<file path="config.mk">
export PLATFORM = sky130hd
export DESIGN_NAME = spc_mul
export DESIGN_NICKNAME = d
export VERILOG_FILES = /design/src/spc_mul.sv
export SDC_FILE = /design/constraint.sdc
export NUM_CORES = 2
export LEC_CHECK = 0
export BUFFER_PORTS_ARGS = -buffer_cell sky130_fd_sc_hd__buf_2
export CORE_UTILIZATION = 67
export DETAILED_ROUTE_END_ITERATION = 8
export GPL_ROUTABILITY_DRIVEN = 0
export GPL_TIMING_DRIVEN = 0
export HOLD_SLACK_MARGIN = 0.15
export PLACE_DENSITY_LB_ADDON = 0.25
export SLEW_MARGIN = 40
export SYNTH_ARGS = -nofsm -noshare
export SYNTH_HDL_FRONTEND = slang
export SYNTH_SLANG_ARGS = --single-unit
export TNS_END_PERCENT = 10
</file>
<file path="constraint.sdc">
create_clock -name clk_i -period 12.5 [get_ports clk_i]
set_input_delay 2.5 -clock clk_i [delete_from_list [all_inputs] [get_ports clk_i]]
set_output_delay 2.5 -clock clk_i [all_outputs]
set_load 0.02 [all_outputs]
</file>
<file path="src/spc_mul.sv">
// ============================================================================
// spc_mul
// Shared signed 33x33 multiplier with registered product.
// ============================================================================
module spc_mul (
  input  logic               clk_i,
  input  logic signed [32:0] a_i,
  input  logic signed [32:0] b_i,
  output logic signed [65:0] p_o
);

  logic signed [65:0] p_q;

  always_ff @(posedge clk_i) begin
    p_q <= a_i * b_i;
  end

  assign p_o = p_q;

endmodule

</file>
==> impl_metrics.toml <==
[final_layout]
post-route-util_pct = 71.0
fill_cells = 4617
seq_area_um2 = 1320
final_cell_mix = "fa_1 (1143), inv_1 (1131), and2_1 (562)"
finalNetCount = 5913
final_layout_size_suffix_gt1_share_pct = 4.99
final_common_cell = "fa_1"
syn_to_final_growth_pct = 4.97
multi_input_area_um2 = 34300
largest_register_ffs = 66

[hold_path]
min_to = "p_o[0]"
worstHoldPathCells = 2
hold_class = "input pin to register"
hold_path_startpoint = "a_i[0]"

[synthesis]
synth_flop_cell = "dfxtp_1"
synth_edf_count = 0
synth-seq-cells = 66
netlist_area_um2 = 40700
postSynth.asyncResetShare_pct = 0
yosys_warnings = 0
syn-num-nets = 5767
synth.distinct_cells = 80
avgSynthCellArea_um2 = 9.39
seq_area_frac_synth_pct = 3.24
synthCells = 4338

[grt]
grt_usage_pct = 46.0
grt_pass1_vias = 33498
overflow = 0
antenna_found_initial = 15
grt_pass1_wl_um = 205000
grt_max_degree = 27

[die]
initial_core_util_pct = 67.6
ioPinCount = 133
die_w_um = 249
rows = 90
coreArea_um2 = 60200
die_area_um2 = 61800
fp.dieH_um = 249

[timing]
finalMaxSlewViolations = 0
max_freq_ghz = 0.0917
maxSlewHeadroom_pct = 34.0
setup_viol = 0
rsz0062_at_grt = "no"
min_period_over_period_pct = 87.2
tightest_slew_ns = 0.990
fin_tns_setup_ns = 0
finalHoldViolations = 0
final.min_clock_period_ns = 10.91

[worst_setup_path]
crit_path_max_fanout = 17
path_class = "input pin to register"
worst_ep_required_time_ns = 12.78
crit_path_start_kind = "input pin"
critPathCaptureType = "register"
arrival_ns = 11.18

[drt]
first_pass_iters = 7
vias = 31841
viasPerCell = 6.02
antenna_left = 0
drc = 0
routed_wl_um = 135000
drt_iter0_drc = 3490
wire_per_inst_um = 25.5

[place]
place_hpwl_um = 116000
io_buffers = 132

[run]
maxCapViolations = 0

[clocking]
numClockSinks = 66
post_cts_resized = 0
numCtsBuffers = 9
clock_path_buffers = 2
hold_buffers = 0
htreeDepth = 3
cts_setup_buffers = 0
cts_tree = "built"
path_clk_slew_ns = 0.06
cts-root-buf = "clkbuf_16"

[status]
outcome = "finished, final reports clean"
==> critical path, cell delays in order <==
cell,delay [ns]
buf_2,0.26
clkbuf_1,0.72
nand2_1,0.28
inv_1,0.15
fa_1,0.45
fa_1,0.53
inv_1,0.12
fa_1,0.58
inv_1,0.09
fa_2,0.91
fa_1,0.54
fa_1,0.52
fa_1,0.51
inv_1,0.07
fa_1,0.50
inv_1,0.05
ha_1,0.26
clkbuf_1,0.29
nand4_1,0.23
nor3_1,0.61
o311ai_4,0.31
nand3_2,0.24
a211oi_1,0.10
a311oi_1,0.32
==> stage by stage <==
step,hold WS (ns),worst slack [ns],cells,area [um^2]
global placement,2.92,0.829,5252,42400
detailed placement,2.92,1.27,5254,42400
finish,2.58,1.59,5286,42800
CTS,2.56,1.61,5270,42700
floorplan,2.63,2.76,4338,40700
global route,2.55,1.26,5273,42700
==> how the worst max path moves through the flow <==
stage / slack, ns / depth (start not counted) / startpoint / endpoint
after CTS: 1.61 / 24 / a_i[32] / p_o[64]
after floorplan: 2.76 / 23 / a_i[32] / p_o[62]
after global placement: 0.83 / 22 / a_i[32] / p_o[64]
final: 1.59 / 24 / a_i[32] / p_o[64]
after detailed placement: 1.27 / 22 / a_i[32] / p_o[64]
after global routing: 1.26 / 26 / a_i[32] / p_o[58]
==> area by class of cell <==
| type | instances | area share [%] |
|---|---|---|
| antenna | 15 | 0.0878 |
| tap | 782 | 2.29 |
| buffer | 221 | 2.06 |
| inverter | 1131 | 9.93 |
| clock buffer | 11 | 0.544 |
| timing repair buffer | 135 | 1.61 |
| multi-input combinational | 2920 | 80.3 |
| sequential | 66 | 3.09 |
| clock inverter | 5 | 0.129 |
==> cell families after synthesis <==
logic type               share of synthesized area [%]
XOR/XNOR                                          1.46
adder cells (fa/ha/maj)                           62.9
flip-flops                                        3.24
AND/OR/NAND/NOR                                   15.8
AO/OA/AOI/OAI                                     4.07
buffers and inverters                             12.5
==> per-layer routing <==
layer  track usage (%)  wire length [um]  up-vias
met5             0.618                39        -
met4              38.5             14900        6
met3              17.4             19800      824
met2              65.7             57100     2421
met1              55.4             43100    15941
li1                  -                 -    12649
==> Yosys cell counts (3+ instances only) <==
master,n,area [um^2]
nand2b_1,12,75.1
a211o_1,6,52.6
nand3_1,25,125
a211oi_1,7,52.6
nand4_1,11,68.8
o21bai_1,11,82.6
inv_1,1131,4250
o21ai_0,25,125
or3_1,3,18.8
or2_2,3,18.8
o211ai_1,4,30.0
a21o_1,36,270
nor2b_1,5,31.3
o21ai_1,6,30.0
xnor2_1,43,377
nor2_1,68,255
dfxtp_1,66,1320
fa_1,1145,22900
and4_1,5,43.8
and2_1,562,3520
clkbuf_1,208,781
ha_1,217,2720
and3_1,5,31.3
o21a_1,6,45.0
a31oi_1,8,50.1
o31ai_4,3,63.8
buf_2,11,55.1
xor2_1,25,219
a21oi_2,3,26.3
nand2_1,551,2070
a21oi_1,57,285
a211oi_2,3,37.5
nor3_1,7,35.0
Power is not shown: default switching activity piles up to over one toggle a cycle in this logic, so the estimate is an artifact.
