==> src/spc_pkg.sv <==
// ============================================================================
// spc_pkg
// Shared types and constants for the social proxemic cost cell.
// ============================================================================
package spc_pkg;

  localparam logic [1:0] CMD_CLEAR = 2'd0;
  localparam logic [1:0] CMD_ADD   = 2'd1;
  localparam logic [1:0] CMD_QUERY = 2'd2;

  localparam logic [2:0] REG_FRONT_MAJOR = 3'd0;
  localparam logic [2:0] REG_FRONT_MINOR = 3'd1;
  localparam logic [2:0] REG_REAR_RADIUS = 3'd2;
  localparam logic [2:0] REG_CUTOFF      = 3'd3;
  localparam logic [2:0] REG_ORIGIN_X    = 3'd4;
  localparam logic [2:0] REG_ORIGIN_Y    = 3'd5;
  localparam logic [2:0] REG_CELL_SIZE   = 3'd6;

  typedef enum logic {
    DU_DIV,
    DU_SQRT
  } du_op_e;

  typedef struct packed {
    logic        start;
    du_op_e      op;
    logic [63:0] num;
    logic [63:0] den;
  } du_req_t;

  typedef struct packed {
    logic        done;
    logic [63:0] result;
  } du_rsp_t;

  typedef struct packed {
    logic signed [31:0] px;
    logic signed [31:0] py;
    logic signed [15:0] vx;
    logic signed [15:0] vy;
  } person_t;

endpackage

==> src/spc_divsqrt.sv <==
// ============================================================================
// spc_divsqrt
// Shared radix-2 restoring divider and digit-by-digit integer square root.
// ============================================================================
module spc_divsqrt (
  input  logic              clk_i,
  input  logic              rst_ni,
  input  spc_pkg::du_req_t  req_i,
  output spc_pkg::du_rsp_t  rsp_o
);
  import spc_pkg::*;

  logic        busy_q, done_q;
  du_op_e      op_q;
  logic [5:0]  cnt_q;
  logic [63:0] num_q, den_q, quo_q;
  logic [65:0] rem_q;
  logic [65:0] cur, trial;
  logic        ge;

  always_comb begin
    if (op_q == DU_DIV) begin
      cur   = {rem_q[64:0], num_q[63]};
      trial = {2'b00, den_q};
    end else begin
      cur   = {rem_q[63:0], num_q[63:62]};
      trial = {quo_q, 2'b01};
    end
    ge = (cur >= trial);
  end

  always_ff @(posedge clk_i or negedge rst_ni) begin
    if (!rst_ni) begin
      busy_q <= 1'b0;
      done_q <= 1'b0;
    end else begin
      done_q <= 1'b0;
      if (req_i.start) begin
        busy_q <= 1'b1;
      end else if (busy_q && cnt_q == 6'd0) begin
        busy_q <= 1'b0;
        done_q <= 1'b1;
      end
    end
  end

  always_ff @(posedge clk_i) begin
    if (req_i.start) begin
      op_q  <= req_i.op;
      num_q <= req_i.num;
      den_q <= req_i.den;
      rem_q <= '0;
      quo_q <= '0;
      cnt_q <= (req_i.op == DU_DIV) ? 6'd63 : 6'd31;
    end else if (busy_q) begin
      rem_q <= ge ? (cur - trial) : cur;
      quo_q <= {quo_q[62:0], ge};
      num_q <= (op_q == DU_DIV) ? {num_q[62:0], 1'b0} : {num_q[61:0], 2'b00};
      cnt_q <= cnt_q - 6'd1;
    end
  end

  assign rsp_o.done   = done_q;
  assign rsp_o.result = quo_q;

endmodule

==> config.mk <==
export PLATFORM = sky130hd
export DESIGN_NAME = spc_divsqrt
export DESIGN_NICKNAME = d
export VERILOG_FILES = /design/src/spc_pkg.sv /design/src/spc_divsqrt.sv
export SDC_FILE = /design/constraint.sdc
export NUM_CORES = 1
export LEC_CHECK = 0
export ABC_AREA = 1
export BUFFER_PORTS_ARGS = -buffer_cell sky130_fd_sc_hd__buf_4
export CORE_ASPECT_RATIO = 0.9
export CORE_MARGIN = 2
export CORE_UTILIZATION = 30
export DETAILED_ROUTE_END_ITERATION = 10
export GPL_ROUTABILITY_DRIVEN = 0
export SYNTH_ARGS = -nofsm -noshare
export SYNTH_HDL_FRONTEND = slang
export SYNTH_SLANG_ARGS = --single-unit
==> constraint.sdc <==
create_clock -name clk_i -period 3.58 [get_ports clk_i]
set_input_delay 0.358 -clock clk_i [delete_from_list [all_inputs] [get_ports clk_i]]
set_output_delay 0.358 -clock clk_i [all_outputs]
set_load 0.02 [all_outputs]
==> results_dict.tcl <==
set metrics [dict create \
    worst_slack_ns 0.1384 \
    critPathRequiredTime_ns 4.08 \
    critPathKind "register to register" \
    fin_crit_sh_pct 96.13 \
    worstHoldPathCells 2 \
    final_cell_area_um2 22220 \
    die_y_um 235.3 \
    cts_buffers 31 \
    syn_inst 2702 \
    reg2regPathDepth 14 \
    first_pass_iters 5 \
    seqCellArea_um2 6688 \
    dpl.cell_count 3625 \
    r2r-start "op_q" \
    cts_root_buf "clkbuf_16" \
    drt_iter0_drc 1368 \
    h-tree-depth 1 \
    clock_sinks 266 \
    peakVddDrop_v 0.0004372 \
    startpoint "op_q" \
    max_freq_mhz 290.6 \
    syn2layout_area_growth_pct 24.57 \
    yosysSeqAreaShare_pct 37.49 \
    yosysTopAreaCell "edfxtp_1" \
    port_buffers 196 \
    post-route-min-period_ns 3.442 \
    rows 84 \
    drv_slew 0 \
    track_usage_pct 18.65 \
    leakagePower_nw 10.83 \
    die_x_um 261.0 \
    maxSlewHeadroom_pct 35.12 \
    tightest_slew_ns 0.9732 \
    syn_nets 2902 \
    nNetsFinal 3152 \
    grt.overflow.total 0 \
    min_path_type "input port to register" \
    core-area_um2 58650 \
    cts_setup_buffers 0 \
    cts_tree "done" \
    synth_area_um2 17840 \
    yosysMostFrequentCell "nand2_1" \
    status "complete, no violations" \
    grt_pass1_vias 16913 \
    skew_ns 0.02549 \
    start_util_pct 30.41 \
    dieArea_um2 61420 \
    grt_pass1_wl_um 92320 \
    finalWirelength_um 58530 \
    netlist-cell-type-count 45 \
    cts.path.max_buffers 3 \
    synthTopCellsByArea "edfxtp_1 23%, nand2_1 18%, dfxtp_1 14%" \
    dp_hpwl_um 44790 \
    async_reset_ff_share_pct 0.7519 \
    place_ws_ns 0.02810 \
    clk_pin_slew_ns 0.06 \
    num_vias 17840 \
    nFillCells 6325 \
    min_from "req_i[129]" \
    synth_top_area_share_pct 22.73 \
    io_pins 197 \
    final_antenna_net_count 0 \
    finalHoldViolCount 0 \
    clkLatencyLatePin_ns 0.59 \
    maxCapViolations 0 \
    crit_path_max_fanout 44 \
    setup_viol 0 \
    rsz0062_at_grt "true" \
    synth_edf_count 135 \
    synth_common_cells "843 x nand2_1, 387 x inv_1, 306 x nor2_1, 213 x a21oi_1, 137 x nand3_1" \
    critPathCaptureType "register" \
    grt_max_degree 124 \
    ys_ff_latch 266 \
    fin_tns_setup_ns 0 \
    critPathLaunchType "register" \
    via_per_inst 4.756 \
    grt_antenna_before_repair 0 \
    drc 0 \
    wl_per_cell_um 15.60 \
    layout-drive-gt1-share_pct 12.50 \
    multi_input_area_um2 9238 \
    synth_flop_cell "edfxtp_1" \
    whs_endpoint "rem_q[33]" \
    rrSetupSlack_ns 0.14 \
    ys_warn_count 0 \
    avgSynthCellArea_um2 6.601 \
    antenna_cells 0 \
    final_cells 3751 \
    critPathArrivalTime_ns 3.94 \
    p_per_area_nw_per_um2 664.9 \
    place_area_um2 20420 \
    rr_endpoint "rem_q[26]" \
]
-- per-layer routing --
| layer | routed length [um] | track usage (%) | part of all wire, % |
|---|---|---|---|
| met5 | 0 | 0 | 0 |
| met4 | 1617 | 4.924 | 2.8 |
| met3 | 4095 | 3.165 | 7.0 |
| met2 | 25670 | 29.17 | 44 |
| met1 | 27150 | 26.43 | 46 |
-- placed cells by master, fill, tap and decap left out, types with 20 or more instances in the layout --
master / instances
a21oi_1: 211
nor2_1: 299
nand3_1: 132
o21bai_1: 20
edfxtp_1: 135
buf_4: 236
nand4_1: 25
clkbuf_16: 34
nand2_1: 839
dfxtp_1: 129
o22ai_1: 62
o21ai_0: 127
dlygate4sd3_1: 66
ha_1: 67
inv_1: 384
-- worst max-delay path by stage --
stage          slack (ns)  depth (start not counted)   endpoint
2_1_floorplan        0.35                         22  rem_q[61]
3_3_place_gp         0.06                         16  rem_q[22]
3_5_place_dp         0.03                         20   rem_q[1]
4_1_cts             0.009                         20   rem_q[1]
5_1_grt             -0.03                         14  rem_q[17]
6_report             0.14                         14  rem_q[26]
-- cell type report --
cell class | count | share of cell area (%)
flip-flops and latches | 266 | 30.10
clock buffers | 45 | 4.010
multi-input cells | 1927 | 41.58
inverters | 405 | 6.876
repair buffers | 321 | 12.60
clock inverters | 13 | 0.4787
well taps | 774 | 4.359
-- critical path: stages (launching register included) --
cell,delay (ns)
edfxtp_1,0.46
buf_12,0.22
buf_16,0.19
o21ai_0,0.36
ha_1,0.38
a21oi_1,0.25
nand2_1,0.15
a21oi_1,0.24
a21oi_2,0.12
nor2_4,0.15
buf_4,0.27
nand3_2,0.22
nor2_1,0.17
nor2_1,0.06
nor2_1,0.08
-- registers in the layout, summed over array words and instances (netlist names) --
name    cells
busy_q      1
cnt_q       6
den_q      64
done_q      1
num_q      64
op_q        1
quo_q      64
rem_q      65
-- cells by family after synthesis --
family | after synthesis | synth area share, %
compound gates | 466 | 14.23
xor+xnor | 1 | 0.04911
fa+ha+maj | 68 | 4.812
buf+inv | 510 | 11.15
flops | 266 | 37.49
mux | 15 | 0.8418
simple gates | 1376 | 31.42
-- per-stage QoR --
stage / total power, mW / util [%] / hold slack [ns]
final: 14.77 / 37.88 / 0.04413
after detailed placement: 11.34 / 34.83 / 0.1423
after global routing: 15.94 / 37.88 / 0.03657
after global placement: 11.35 / 34.83 / 0.1415
after CTS: 14.56 / 37.65 / 0.02421
after floorplan: 9.101 / - / 0.06241
-- what timing repair did --
action / in CTS / in global routing
endpoints found under the hold margin: 67 / 0
resized for setup: 0 / 35
hold buffers: 66 / 0
setup endpoints to repair: 0 / 54
-- power by group --
part	leakage (nW)	internal, mW	switching [mW]
sequential	2.43	3.67	0.273
clock	0.488	1.80	1.30
combinational	7.91	2.68	5.05
No activity file was read; power rests on OpenSTA's default activity.
